## src/rtl/rwp_pkg.sv

```systemverilog
// ---------------------------------------------------------------------------
// rwp_pkg: shared types and constants of the RIFF/WAVE stream parser
// Transaction payloads, controller phases, result and error codes, and the
// command/status bundles between controller and datapath.
// ---------------------------------------------------------------------------
package rwp_pkg;

	localparam logic [31:0] ID_RIFF = 32'h5249_4646;
	localparam logic [31:0] ID_WAVE = 32'h5741_5645;
	localparam logic [31:0] ID_FMT  = 32'h666D_7420;
	localparam logic [31:0] ID_DATA = 32'h6461_7461;

	localparam logic [15:0] PCM_TAG  = 16'd1;
	localparam logic [31:0] FMT_BODY = 32'd16;

	localparam logic [1:0] KIND_SAMPLE = 2'd0;
	localparam logic [1:0] KIND_FORMAT = 2'd1;
	localparam logic [1:0] KIND_ERROR  = 2'd2;
	localparam logic [1:0] KIND_END    = 2'd3;

	localparam logic [2:0] ERR_RIFF  = 3'd0;
	localparam logic [2:0] ERR_WAVE  = 3'd1;
	localparam logic [2:0] ERR_SHORT = 3'd2;
	localparam logic [2:0] ERR_PCM   = 3'd3;
	localparam logic [2:0] ERR_BITS  = 3'd4;
	localparam logic [2:0] ERR_ALIGN = 3'd5;
	localparam logic [2:0] ERR_DSIZE = 3'd6;

	typedef struct packed {
		logic [7:0] data_byte;
		logic       start_of_file;
	} in_t;

	typedef struct packed {
		logic [1:0]         result_kind;
		logic signed [15:0] sample_value;
		logic               channel_index;
		logic [2:0]         error_code;
		logic [15:0]        channel_count;
		logic [15:0]        sample_bits;
		logic [31:0]        sample_rate;
		logic [31:0]        data_length;
	} out_t;

	typedef enum logic [3:0] {
		PH_RIFF,
		PH_WAVE,
		PH_FMT_HDR,
		PH_SKIP_FMT,
		PH_FMT_BODY,
		PH_FMT_EXTRA,
		PH_DATA_HDR,
		PH_DIV_WAIT,
		PH_SKIP_DATA,
		PH_SAMPLES,
		PH_END,
		PH_IDLE,
		PH_ERROR
	} phase_t;

	typedef struct packed {
		logic       restart;
		logic       hdr;
		logic       wave;
		logic       skip;
		logic       fmt_clear;
		logic       fmt_body;
		logic       div_start;
		logic       load_data;
		logic       sample;
		logic       emit;
		logic [1:0] kind;
		logic [2:0] code;
	} cmd_t;

	typedef struct packed {
		logic hdr_done;
		logic wave_done;
		logic wave_ok;
		logic id_riff;
		logic id_fmt;
		logic id_data;
		logic len_lt16;
		logic len_nz;
		logic cl_one;
		logic body_done;
		logic tag_ok;
		logic cl_is16;
		logic bits_ok;
		logic align_ok;
		logic div_busy;
		logic rem_zero;
		logic cl_nz;
		logic samp_emit;
		logic data_last;
	} stat_t;

endpackage

```

## src/rtl/riff_wave_stream_parser.sv

```systemverilog
// ---------------------------------------------------------------------------
// riff_wave_stream_parser: byte-serial RIFF/WAVE PCM parser
// Checks the file header, reads the fmt chunk, finds the data chunk and
// turns data bytes into samples for channels 0 and 1.
// ---------------------------------------------------------------------------
// One byte is taken per cycle in every phase, with two exceptions. After the
// last header byte of the data chunk the input stalls while the chunk size
// is checked against the frame alignment by a restoring remainder unit
// that retires one bit per cycle. A result waits in a single output
// register, and the input also stalls while that register is full and
// stalled. At most one result per byte: a sample, the format report, an
// error (sticky until start_of_file) or the end of data, which comes on the
// first byte after the data chunk. Chunks are skipped by exact size, with
// no pad byte.
module riff_wave_stream_parser (
	input  logic          clk,
	input  logic          arst_n,
	input  logic          in_valid,
	output logic          in_stall,
	input  rwp_pkg::in_t  in_item,
	output logic          out_valid,
	input  logic          out_stall,
	output rwp_pkg::out_t out_item
);

	rwp_pkg::cmd_t  cmd;
	rwp_pkg::stat_t st;
	rwp_pkg::out_t  res;
	rwp_pkg::out_t  res_q;
	logic           res_vld_q;
	logic           out_free;

	// output slot is free when empty or being drained this cycle
	assign out_free = !res_vld_q || !out_stall;

	rwp_ctrl u_ctrl (
		.clk      (clk),
		.arst_n   (arst_n),
		.in_valid (in_valid),
		.sof      (in_item.start_of_file),
		.out_free (out_free),
		.st       (st),
		.in_stall (in_stall),
		.cmd      (cmd)
	);

	rwp_dp u_dp (
		.clk    (clk),
		.arst_n (arst_n),
		.item   (in_item),
		.cmd    (cmd),
		.st     (st),
		.res    (res)
	);

	always_ff @(posedge clk or negedge arst_n) begin
		if (!arst_n) begin
			res_vld_q <= 1'b0;
		end else if (cmd.emit) begin
			res_vld_q <= 1'b1;
		end else if (!out_stall) begin
			res_vld_q <= 1'b0;
		end
	end

	always_ff @(posedge clk) begin
		if (cmd.emit) begin
			res_q <= res;
		end
	end

	assign out_valid = res_vld_q;
	assign out_item  = res_q;

	// a new result never overwrites one still waiting
	a_no_overwrite: assert property (@(posedge clk) disable iff (!arst_n)
		cmd.emit |-> out_free)
		else $error("result written into a full output slot");

	// size check starts the remainder unit
	a_div_runs: assert property (@(posedge clk) disable iff (!arst_n)
		cmd.div_start |=> st.div_busy)
		else $error("remainder unit did not start");

	// no byte taken while the remainder unit runs
	a_div_stall: assert property (@(posedge clk) disable iff (!arst_n)
		st.div_busy |-> in_stall)
		else $error("input accepted during size check");

endmodule

```

## src/rtl/rwp_rem.sv

```systemverilog
// ---------------------------------------------------------------------------
// rwp_rem: iterative remainder unit
// Restoring remainder of a 32-bit dividend by a 16-bit divisor, one
// quotient bit per cycle. Flags a zero remainder when done.
// ---------------------------------------------------------------------------
module rwp_rem (
	input  logic        clk,
	input  logic        arst_n,
	input  logic        start,
	input  logic [31:0] dividend,
	input  logic [15:0] divisor,
	output logic        busy,
	output logic        rem_zero
);

	logic        busy_q;
	logic [4:0]  cnt_q;
	logic [31:0] dvd_q;
	logic [15:0] div_q;
	logic [15:0] rem_q;
	logic [16:0] trial;
	logic [16:0] diff;

	assign trial = {rem_q, dvd_q[31]};
	assign diff  = trial - {1'b0, div_q};

	always_ff @(posedge clk or negedge arst_n) begin
		if (!arst_n) begin
			busy_q <= 1'b0;
			cnt_q  <= '0;
		end else if (start) begin
			busy_q <= 1'b1;
			cnt_q  <= '0;
		end else if (busy_q) begin
			cnt_q <= cnt_q + 5'd1;
			if (cnt_q == 5'd31) begin
				busy_q <= 1'b0;
			end
		end
	end

	always_ff @(posedge clk) begin
		if (start) begin
			dvd_q <= dividend;
			div_q <= divisor;
			rem_q <= '0;
		end else if (busy_q) begin
			dvd_q <= {dvd_q[30:0], 1'b0};
			// remainder stays below the divisor, so 16 bits hold it
			rem_q <= (trial >= {1'b0, div_q}) ? diff[15:0] : trial[15:0];
		end
	end

	assign busy     = busy_q;
	assign rem_zero = (rem_q == 16'd0);

endmodule

```

## src/rtl/rwp_dp.sv

```systemverilog
// ---------------------------------------------------------------------------
// rwp_dp: parser datapath
// Header collection, format fields, chunk and data counters, sample
// assembly and result payload. Acts on controller commands only.
// ---------------------------------------------------------------------------
module rwp_dp (
	input  logic          clk,
	input  logic          arst_n,
	input  rwp_pkg::in_t  item,
	input  rwp_pkg::cmd_t cmd,
	output rwp_pkg::stat_t st,
	output rwp_pkg::out_t res
);

	localparam logic [31:0] FMT_BODY_L = rwp_pkg::FMT_BODY;

	logic [4:0]  cnt_q;
	logic [31:0] id_q;
	logic [31:0] cl_q;
	logic [15:0] tag_q;
	logic [15:0] chan_q;
	logic [31:0] rate_q;
	logic [15:0] bits_q;
	logic [15:0] align_q;
	logic [31:0] dr_q;
	logic [15:0] pos_q;
	logic [7:0]  low_q;

	logic [4:0]  cnt;
	logic [7:0]  b;
	logic [31:0] id_nx;
	logic [31:0] len_nx;
	logic [31:0] b_sh;
	logic [15:0] bits_nx;
	logic [16:0] pos_inc;
	logic        div_busy;
	logic        rem_zero;
	logic        s16_emit;

	assign b     = item.data_byte;
	assign cnt   = cmd.restart ? 5'd0 : cnt_q;
	assign id_nx = {id_q[23:0], b};
	assign b_sh  = {24'd0, b} << {cnt[1:0], 3'b000};

	always_comb begin
		if (cnt == 5'd0) begin
			len_nx = '0;
		end else if (cnt >= 5'd4) begin
			len_nx = cl_q | b_sh;
		end else begin
			len_nx = cl_q;
		end
	end

	always_comb begin
		bits_nx = bits_q;
		if (cmd.fmt_body && cnt_q == 5'd14) begin
			bits_nx = bits_q | {8'd0, b};
		end else if (cmd.fmt_body && cnt_q == 5'd15) begin
			bits_nx = bits_q | {b, 8'd0};
		end
	end

	assign pos_inc  = {1'b0, pos_q} + 17'd1;
	assign s16_emit = pos_q[0] && (pos_q < 16'd4);

	always_ff @(posedge clk or negedge arst_n) begin
		if (!arst_n) begin
			cnt_q <= '0;
		end else if (cmd.hdr) begin
			cnt_q <= (cnt == 5'd7) ? 5'd0 : cnt + 5'd1;
		end else if (cmd.wave) begin
			cnt_q <= (cnt == 5'd3) ? 5'd0 : cnt + 5'd1;
		end else if (cmd.fmt_body) begin
			cnt_q <= (cnt == 5'd15) ? 5'd0 : cnt + 5'd1;
		end else if (cmd.restart) begin
			cnt_q <= '0;
		end
	end

	always_ff @(posedge clk) begin
		if ((cmd.hdr && cnt < 5'd4) || cmd.wave) begin
			id_q <= id_nx;
		end
		if (cmd.hdr) begin
			cl_q <= len_nx;
		end else if (cmd.skip) begin
			cl_q <= cl_q - 32'd1;
		end else if (cmd.fmt_body && cnt == 5'd15) begin
			cl_q <= cl_q - FMT_BODY_L;
		end
		if (cmd.fmt_clear) begin
			tag_q   <= '0;
			chan_q  <= '0;
			rate_q  <= '0;
			bits_q  <= '0;
			align_q <= '0;
		end else if (cmd.fmt_body) begin
			case (cnt[3:0])
				4'd0:    tag_q   <= tag_q | {8'd0, b};
				4'd1:    tag_q   <= tag_q | {b, 8'd0};
				4'd2:    chan_q  <= chan_q | {8'd0, b};
				4'd3:    chan_q  <= chan_q | {b, 8'd0};
				4'd4:    rate_q  <= rate_q | {24'd0, b};
				4'd5:    rate_q  <= rate_q | {16'd0, b, 8'd0};
				4'd6:    rate_q  <= rate_q | {8'd0, b, 16'd0};
				4'd7:    rate_q  <= rate_q | {b, 24'd0};
				4'd12:   align_q <= align_q | {8'd0, b};
				4'd13:   align_q <= align_q | {b, 8'd0};
				4'd14,
				4'd15:   bits_q  <= bits_nx;
				default: ;
			endcase
		end
		if (cmd.load_data) begin
			dr_q  <= cl_q;
			pos_q <= '0;
		end else if (cmd.sample) begin
			dr_q  <= dr_q - 32'd1;
			pos_q <= (pos_inc >= {1'b0, align_q}) ? 16'd0 : pos_inc[15:0];
			if (!pos_q[0]) begin
				low_q <= b;
			end
		end
	end

	rwp_rem u_rem (
		.clk      (clk),
		.arst_n   (arst_n),
		.start    (cmd.div_start),
		.dividend (len_nx),
		.divisor  (align_q),
		.busy     (div_busy),
		.rem_zero (rem_zero)
	);

	always_comb begin
		st.hdr_done  = (cnt == 5'd7);
		st.wave_done = (cnt == 5'd3);
		st.wave_ok   = (id_nx == rwp_pkg::ID_WAVE);
		st.id_riff   = (id_q == rwp_pkg::ID_RIFF);
		st.id_fmt    = (id_q == rwp_pkg::ID_FMT);
		st.id_data   = (id_q == rwp_pkg::ID_DATA);
		st.len_lt16  = (len_nx < FMT_BODY_L);
		st.len_nz    = (len_nx != 32'd0);
		st.cl_one    = (cl_q == 32'd1);
		st.body_done = (cnt == 5'd15);
		st.tag_ok    = (tag_q == rwp_pkg::PCM_TAG);
		st.cl_is16   = (cl_q == FMT_BODY_L);
		st.bits_ok   = (bits_nx == 16'd8) || (bits_nx == 16'd16);
		// bits is 8 or 16 here, so align*8 == channels*bits reduces to a compare
		st.align_ok  = (align_q != 16'd0) &&
			((bits_nx == 16'd8) ? (align_q == chan_q)
				: ({1'b0, align_q} == {chan_q, 1'b0}));
		st.div_busy  = div_busy;
		st.rem_zero  = rem_zero;
		st.cl_nz     = (cl_q != 32'd0);
		st.samp_emit = (bits_q == 16'd8) ? (pos_q < 16'd2) : s16_emit;
		st.data_last = (dr_q == 32'd1);
	end

	always_comb begin
		res               = '0;
		res.result_kind   = cmd.kind;
		case (cmd.kind)
			rwp_pkg::KIND_SAMPLE: begin
				if (bits_q == 16'd8) begin
					res.sample_value  = {8'd0, b};
					res.channel_index = pos_q[0];
				end else begin
					res.sample_value  = {b, low_q};
					res.channel_index = pos_q[1];
				end
			end
			rwp_pkg::KIND_FORMAT: begin
				res.channel_count = chan_q;
				res.sample_bits   = bits_q;
				res.sample_rate   = rate_q;
				res.data_length   = cl_q;
			end
			rwp_pkg::KIND_ERROR: begin
				res.error_code = cmd.code;
			end
			rwp_pkg::KIND_END: begin
				res.data_length = cl_q;
			end
			default: ;
		endcase
	end

endmodule

```

## src/rtl/rwp_ctrl.sv

```systemverilog
// ---------------------------------------------------------------------------
// rwp_ctrl: parser controller
// Phase state machine. Decides per accepted byte what the datapath does
// and which result, if any, goes out. Holds input during the size check.
// ---------------------------------------------------------------------------
module rwp_ctrl (
	input  logic           clk,
	input  logic           arst_n,
	input  logic           in_valid,
	input  logic           sof,
	input  logic           out_free,
	input  rwp_pkg::stat_t st,
	output logic           in_stall,
	output rwp_pkg::cmd_t  cmd
);

	rwp_pkg::phase_t ph_q, ph_nx, ph;
	logic            acc;

	assign in_stall = (ph_q == rwp_pkg::PH_DIV_WAIT) || !out_free;
	assign acc      = in_valid && !in_stall;
	assign ph       = (acc && sof) ? rwp_pkg::PH_RIFF : ph_q;

	always_ff @(posedge clk or negedge arst_n) begin
		if (!arst_n) begin
			ph_q <= rwp_pkg::PH_RIFF;
		end else begin
			ph_q <= ph_nx;
		end
	end

	always_comb begin
		ph_nx       = ph_q;
		cmd         = '0;
		cmd.restart = acc && sof;
		if (acc) begin
			ph_nx = ph;
			case (ph)
				rwp_pkg::PH_RIFF: begin
					cmd.hdr = 1'b1;
					if (st.hdr_done) begin
						if (!st.id_riff) begin
							cmd.emit = 1'b1;
							cmd.kind = rwp_pkg::KIND_ERROR;
							cmd.code = rwp_pkg::ERR_RIFF;
							ph_nx    = rwp_pkg::PH_ERROR;
						end else begin
							ph_nx = rwp_pkg::PH_WAVE;
						end
					end
				end
				rwp_pkg::PH_WAVE: begin
					cmd.wave = 1'b1;
					if (st.wave_done) begin
						if (!st.wave_ok) begin
							cmd.emit = 1'b1;
							cmd.kind = rwp_pkg::KIND_ERROR;
							cmd.code = rwp_pkg::ERR_WAVE;
							ph_nx    = rwp_pkg::PH_ERROR;
						end else begin
							ph_nx = rwp_pkg::PH_FMT_HDR;
						end
					end
				end
				rwp_pkg::PH_FMT_HDR: begin
					cmd.hdr = 1'b1;
					if (st.hdr_done) begin
						if (st.id_fmt) begin
							if (st.len_lt16) begin
								cmd.emit = 1'b1;
								cmd.kind = rwp_pkg::KIND_ERROR;
								cmd.code = rwp_pkg::ERR_SHORT;
								ph_nx    = rwp_pkg::PH_ERROR;
							end else begin
								cmd.fmt_clear = 1'b1;
								ph_nx         = rwp_pkg::PH_FMT_BODY;
							end
						end else if (st.len_nz) begin
							ph_nx = rwp_pkg::PH_SKIP_FMT;
						end
					end
				end
				rwp_pkg::PH_SKIP_FMT: begin
					cmd.skip = 1'b1;
					if (st.cl_one) begin
						ph_nx = rwp_pkg::PH_FMT_HDR;
					end
				end
				rwp_pkg::PH_FMT_BODY,
				rwp_pkg::PH_FMT_EXTRA: begin
					if (ph == rwp_pkg::PH_FMT_BODY) begin
						cmd.fmt_body = 1'b1;
					end else begin
						cmd.skip = 1'b1;
					end
					if (ph == rwp_pkg::PH_FMT_BODY && st.body_done && !st.tag_ok) begin
						cmd.emit = 1'b1;
						cmd.kind = rwp_pkg::KIND_ERROR;
						cmd.code = rwp_pkg::ERR_PCM;
						ph_nx    = rwp_pkg::PH_ERROR;
					end else if ((ph == rwp_pkg::PH_FMT_BODY && st.body_done && st.cl_is16)
						|| (ph == rwp_pkg::PH_FMT_EXTRA && st.cl_one)) begin
						// end of fmt chunk: bits first, then alignment
						if (!st.bits_ok) begin
							cmd.emit = 1'b1;
							cmd.kind = rwp_pkg::KIND_ERROR;
							cmd.code = rwp_pkg::ERR_BITS;
							ph_nx    = rwp_pkg::PH_ERROR;
						end else if (!st.align_ok) begin
							cmd.emit = 1'b1;
							cmd.kind = rwp_pkg::KIND_ERROR;
							cmd.code = rwp_pkg::ERR_ALIGN;
							ph_nx    = rwp_pkg::PH_ERROR;
						end else begin
							ph_nx = rwp_pkg::PH_DATA_HDR;
						end
					end else if (ph == rwp_pkg::PH_FMT_BODY && st.body_done) begin
						ph_nx = rwp_pkg::PH_FMT_EXTRA;
					end
				end
				rwp_pkg::PH_DATA_HDR: begin
					cmd.hdr = 1'b1;
					if (st.hdr_done) begin
						if (st.id_data) begin
							cmd.div_start = 1'b1;
							ph_nx         = rwp_pkg::PH_DIV_WAIT;
						end else if (st.len_nz) begin
							ph_nx = rwp_pkg::PH_SKIP_DATA;
						end
					end
				end
				rwp_pkg::PH_SKIP_DATA: begin
					cmd.skip = 1'b1;
					if (st.cl_one) begin
						ph_nx = rwp_pkg::PH_DATA_HDR;
					end
				end
				rwp_pkg::PH_SAMPLES: begin
					cmd.sample = 1'b1;
					if (st.samp_emit) begin
						cmd.emit = 1'b1;
						cmd.kind = rwp_pkg::KIND_SAMPLE;
					end
					if (st.data_last) begin
						ph_nx = rwp_pkg::PH_END;
					end
				end
				rwp_pkg::PH_END: begin
					cmd.emit = 1'b1;
					cmd.kind = rwp_pkg::KIND_END;
					ph_nx    = rwp_pkg::PH_IDLE;
				end
				default: ;
			endcase
		end else if (ph_q == rwp_pkg::PH_DIV_WAIT && !st.div_busy && out_free) begin
			cmd.emit = 1'b1;
			if (st.rem_zero) begin
				cmd.kind      = rwp_pkg::KIND_FORMAT;
				cmd.load_data = 1'b1;
				ph_nx         = st.cl_nz ? rwp_pkg::PH_SAMPLES : rwp_pkg::PH_END;
			end else begin
				cmd.kind = rwp_pkg::KIND_ERROR;
				cmd.code = rwp_pkg::ERR_DSIZE;
				ph_nx    = rwp_pkg::PH_ERROR;
			end
		end
	end

endmodule
```

## config.mk

```make
export PLATFORM = sky130hd
export DESIGN_NAME = riff_wave_stream_parser
export DESIGN_NICKNAME = d
export VERILOG_FILES = /design/src/rtl/rwp_pkg.sv /design/src/rtl/riff_wave_stream_parser.sv /design/src/rtl/rwp_rem.sv /design/src/rtl/rwp_dp.sv /design/src/rtl/rwp_ctrl.sv
export SDC_FILE = /design/constraint.sdc
export NUM_CORES = 1
export LEC_CHECK = 0
export ABC_AREA = 0
export BUFFER_PORTS_ARGS = -buffer_cell sky130_fd_sc_hd__buf_4
export CORE_ASPECT_RATIO = 1.5
export CORE_MARGIN = 1.5
export CORE_UTILIZATION = 55
export DETAILED_ROUTE_END_ITERATION = 6
export GPL_ROUTABILITY_DRIVEN = 1
export PLACE_DENSITY = 0.74
export SYNTH_ARGS = -nofsm -noshare
export SYNTH_HDL_FRONTEND = slang
export SYNTH_SLANG_ARGS = --single-unit
```

## constraint.sdc

```tcl
create_clock -name clk -period 11.4 [get_ports clk]
set_input_delay 2.28 -clock clk [delete_from_list [all_inputs] [get_ports clk]]
set_output_delay 2.28 -clock clk [all_outputs]
set_load 0.02 [all_outputs]
```

# == Word-level counts from Yosys, hierarchy flattened ==
# Cells that the tools add are included.
# Widths: inputs -> output; s select.
# totals
ff_bits,414
out_inout_bits,120
word_cells,251
input_bits,13
# classes
n_bitwise,16
mux,96
order_cmp,7
n_eq_ne,44
add_sub_neg,7
n_shift,1
reduce_logical,53
# op_table
operator,count
$mux 32,9
$eq 32x31->1 const B,4
$pmux 32 s4,1
$pmux 16 s2,3
$mux 4,23
$mux 6,14
$eq 32x1->1 const B,2
$mux 16,4
$or 16x16->16,4
$or 16x8->16,4
$or 32x32->32,2
$reduce_bool 32->1,2
$sub 32x1->32 const B,2
$mux 5,9
$pmux 4 s9,1
$ge 17x16->1,2
$eq 16x4->1 const B,2
$eq 32x5->1 const B,1
$eq 4x3->1 const B,8
$lt 32x5->1 const B,1
$or 32x16->32,1
$or 32x24->32,1
$or 32x8->32,1
$shl 8x5->32,1
45 further kinds,122

# == Logic depth before layout (Yosys ltp) ==
# depth
depth_word,33
ltp_mapped,20
depth_no_buf,17

# == Cells and area by module ==
# Synthesis repeated with hierarchy kept, for this count alone.
# hier_totals
hier_cells,1890
hier_area_um2,20163.1
# modules_own_cells
module,cells_each,n_inst,seq_area_each_um2,area_each_um2
rwp_dp,1326,1,5490.3,12005.3
rwp_rem,315,1,1911.8,3702.3
riff_wave_stream_parser,121,1,3568.4,3579.7
rwp_ctrl,128,1,100.1,875.8

# == Worst setup path after synthesis ==
# OpenSTA, ideal clock, no wires.
# synth_path
path_kind,in2reg
startpoint,input port in_valid
endpoint,register res_q (netlist bit out_item[0]) (enable)
setup_ns,0.483
slack_ns,2.764
path_stages,16
required_time_ns,10.917
path_buffers,2
t_arrival_ns,8.154
cell_sequence,a21bo_2 -> clkbuf_1 -> nor2_1 -> nand2_1 -> nand2_1 -> inv_1 -> ha_1 -> nor3b_1 -> o311ai_0 -> nor4_1 -> nand3_1 -> nor4_1 -> o41a_1 -> o41a_1 -> buf_4 -> or3_1
# synth_rtl
item,line,rtl
"start, declared",riff_wave_stream_parser.sv:18,"input logic in_valid,"
"end signal, assigned",riff_wave_stream_parser.sv:68,res_q <= res;
"end, declared",riff_wave_stream_parser.sv:29,rwp_pkg::out_t res_q;

==> metrics <==
syn_nets=2064; Clock Skew=0.0146 ns; Worst EP arrival=8.62 ns; Lkg Pwr=8.48 nW; top cell type's share of synthesized area=40.2%; post-cts sizing count=0; core area=36100 um^2; crit path launch type=primary input; total wire length=56300 um; Via density=6.20; ranking of synthesized cells by area=edfxtp_1 40%, dfxtp_1 13%, nor2_1 4.5%; die area=37800 um^2; failing checks=design-rule violations; via count=16106; met2 GRT Util=52.0%; final setup fails=0; fraction of layout cells with a size suffix above 1=11.3%; ys async rst share=3.86%; clock transition at the registers of the reported paths=0.06 ns; site row count=85; multi-input combinational cell area=8420 um^2; non-filler cells in the finished layout=2597; drc violations=2; H-Tree Depth=2; Max VDD drop=0.157 mV; reg2reg setup slack=4.12 ns; most common cell after layout, fill and taps aside=edfxtp_1; Final GP Congestion=0.941; largest net degree at the start of global routing=117; register bit total from synthesis=414; Most used DFF post-synth=edfxtp_1; Hold Fails Final Rpt=0; area grow syn2layout=12.9%; first-pass GRT wire length=86700 um; GR Util met1=34.6%; # placed instances=2526; Total Power=0.00433 W; Crit path top cell by count=buf_4; TritonCTS Buffers=39; outcome=complete, but fails checks; period utilisation layout=74.0%; CTS Buffer Depth=3; Port Buffers=132; Hold Crit Class=reg -> reg; cell count after synthesis=2003; dpl hpwl=37800 um; fmax=119 MHz; Slew headroom=20.4%; cell accounting for the most synthesized area=edfxtp_1; worst-margin pin slew=1.16 ns; Syn Area/Cell=10.1 um^2; Post-Syn Area=20100 um^2; drt wl/cell=21.7 um; Total Neg Setup Slack=0 ns; max_cap viols=0; Initial Util=55.9%; Tmin final=8.44 ns; EDFF count, synth=270; total gr overflow=0; Fillers=2949; first-iteration detailed-routing DRC count=1214; drt pass-1 iters=7; unrepaired setup endpoints after global routing=false; post-CTS setup buffers=0; CP Capture Type=flop; Clock Sinks=414; crit-path max cell delay=0.90 ns; sequential fraction of the synthesis area=54.9%; number of top-level pins=133; Tot GR Track Use=29.4%; Pins Over Slew Limit=0; Ys Warns=0; Critical Path RT=11.58 ns; CP max stage cell=or3_4; cells along the critical path=buf_4 -> a21bo_2 -> nor2_1 -> nand2_1 -> nand2_1 -> inv_1 -> ha_1 -> nor3b_1 -> o311ai_0 -> buf_4 -> nor4_1 -> nand3_1 -> nor4_1 -> o41a_1 -> o41a_1 -> or3_4 -> buf_4; vias in the first global route=15664; width of the die=159 um; Worst-Skew Late Latency=0.55 ns; met3 GRT Util=3.56%; antenna cells=0; global route hottest layer=met2; initial antenna violation count=0; CTS tree=built; Die Height=237 um; post-route ant nets=0; Synth cell types=80; Clock Root Buffer=clkbuf_16; CP max FO=69; power density cells=190 nW/um^2; WS Path Type=in -> reg; Sequential cell area=11100 um^2; most frequent cells in the layout=270 x edfxtp_1, 240 x nor2_1, 178 x a21oi_1; Nets=2150; CTS Hold Buffers Added=0
-- final timing paths --
check | start | endpoint | cells after the start
max | in_valid | out_item[70]$_SDFFCE_PP0P_ | 17
min | u_dp.id_q[23]$_DFFE_PP_ | u_dp.id_q[31]$_DFFE_PP_ | 0
max reg2reg | u_ctrl.ph_q[3]$_DFFE_PN0P_ | out_item[70]$_SDFFCE_PP0P_ | 15
min reg2reg | u_dp.id_q[23]$_DFFE_PP_ | u_dp.id_q[31]$_DFFE_PP_ | 0
max in group asynchronous | arst_n | u_dp.u_rem.busy$_DFF_PN0_ | 1
min in group asynchronous | arst_n | out_valid$_DFFE_PN0P_ | 1
-- cell type report --
cell class | instances | area share, %
well taps | 478 | 2.63
clock inverters | 14 | 0.561
inverters | 67 | 1.11
clock buffers | 57 | 4.86
repair buffers | 157 | 5.18
multi-input cells | 1410 | 37.0
flip-flops and latches | 414 | 48.7
-- critical path, delay by kind of cell --
kind	cells	cell delay [ns]
AND/OR/NAND/NOR	8	3.37
AO/OA/AOI/OAI	4	1.50
buffers and inverters	4	1.12
adder cells (fa/ha/maj)	1	0.24
-- power breakdown --
group          internal [W]  switching [W]
combinational      0.000336       0.000633
sequential          0.00185       0.000226
clock              0.000722       0.000554
-- synth_stat cells, types with 7 or more instances --
cell,n
edfxtp_1,270
nor2_1,241
a21oi_1,178
nand2_1,154
dfxtp_1,128
and2_1,104
clkbuf_1,100
o21ai_0,91
inv_1,66
xnor2_1,63
nor3_1,61
nand3_1,52
ha_1,47
nor4_1,41
xor2_1,27
nand4_1,25
a211oi_1,20
mux2i_1,20
a22oi_1,19
or3_1,19
nor2b_1,18
a31oi_1,17
and3_1,17
dfrtp_1,16
nand2b_1,16
o31ai_1,13
or4_1,12
o211ai_1,11
or2_2,11
a21o_1,9
buf_1,8
nand4b_1,7
o311ai_0,7
-- flip-flops by register name (all words and copies together) (netlist names), 32 cells and up --
name	count
u_dp.u_rem.dvd_q	32
u_dp.dr_q	32
u_dp.cl_q	32
u_dp.id_q	32
out_item	118
u_dp.rate_q	32
-- cells by family after synthesis --
group / Yosys count / share of synthesized area (%)
and+or+nand+nor: 810 / 20.2
AOI/OAI and AO/OA: 441 / 13.5
DFF: 414 / 54.9
buffers and inverters: 179 / 3.42
xor gates and xnor gates: 90 / 3.91
adders and majority gates: 48 / 3.02
muxes: 21 / 1.05
-- layer usage --
layer | wire, um | share of wire, %
met1 | 21500 | 38
met2 | 28400 | 50
met3 | 3410 | 6.0
met4 | 3010 | 5.3
met5 | 0 | 0
-- through the flow --
step	hold WS (ns)	utilization [%]	cell area, um^2	setup slack, ns
after floorplan	0.417	-	20100	2.76
after global placement	0.420	59.7	21500	2.83
after detailed placement	0.432	59.7	21500	2.58
after CTS	0.448	63.1	22700	3.10
after global routing	0.452	63.1	22700	2.53
final	0.446	63.1	22700	2.96
Power figures use the tool's default switching activity.
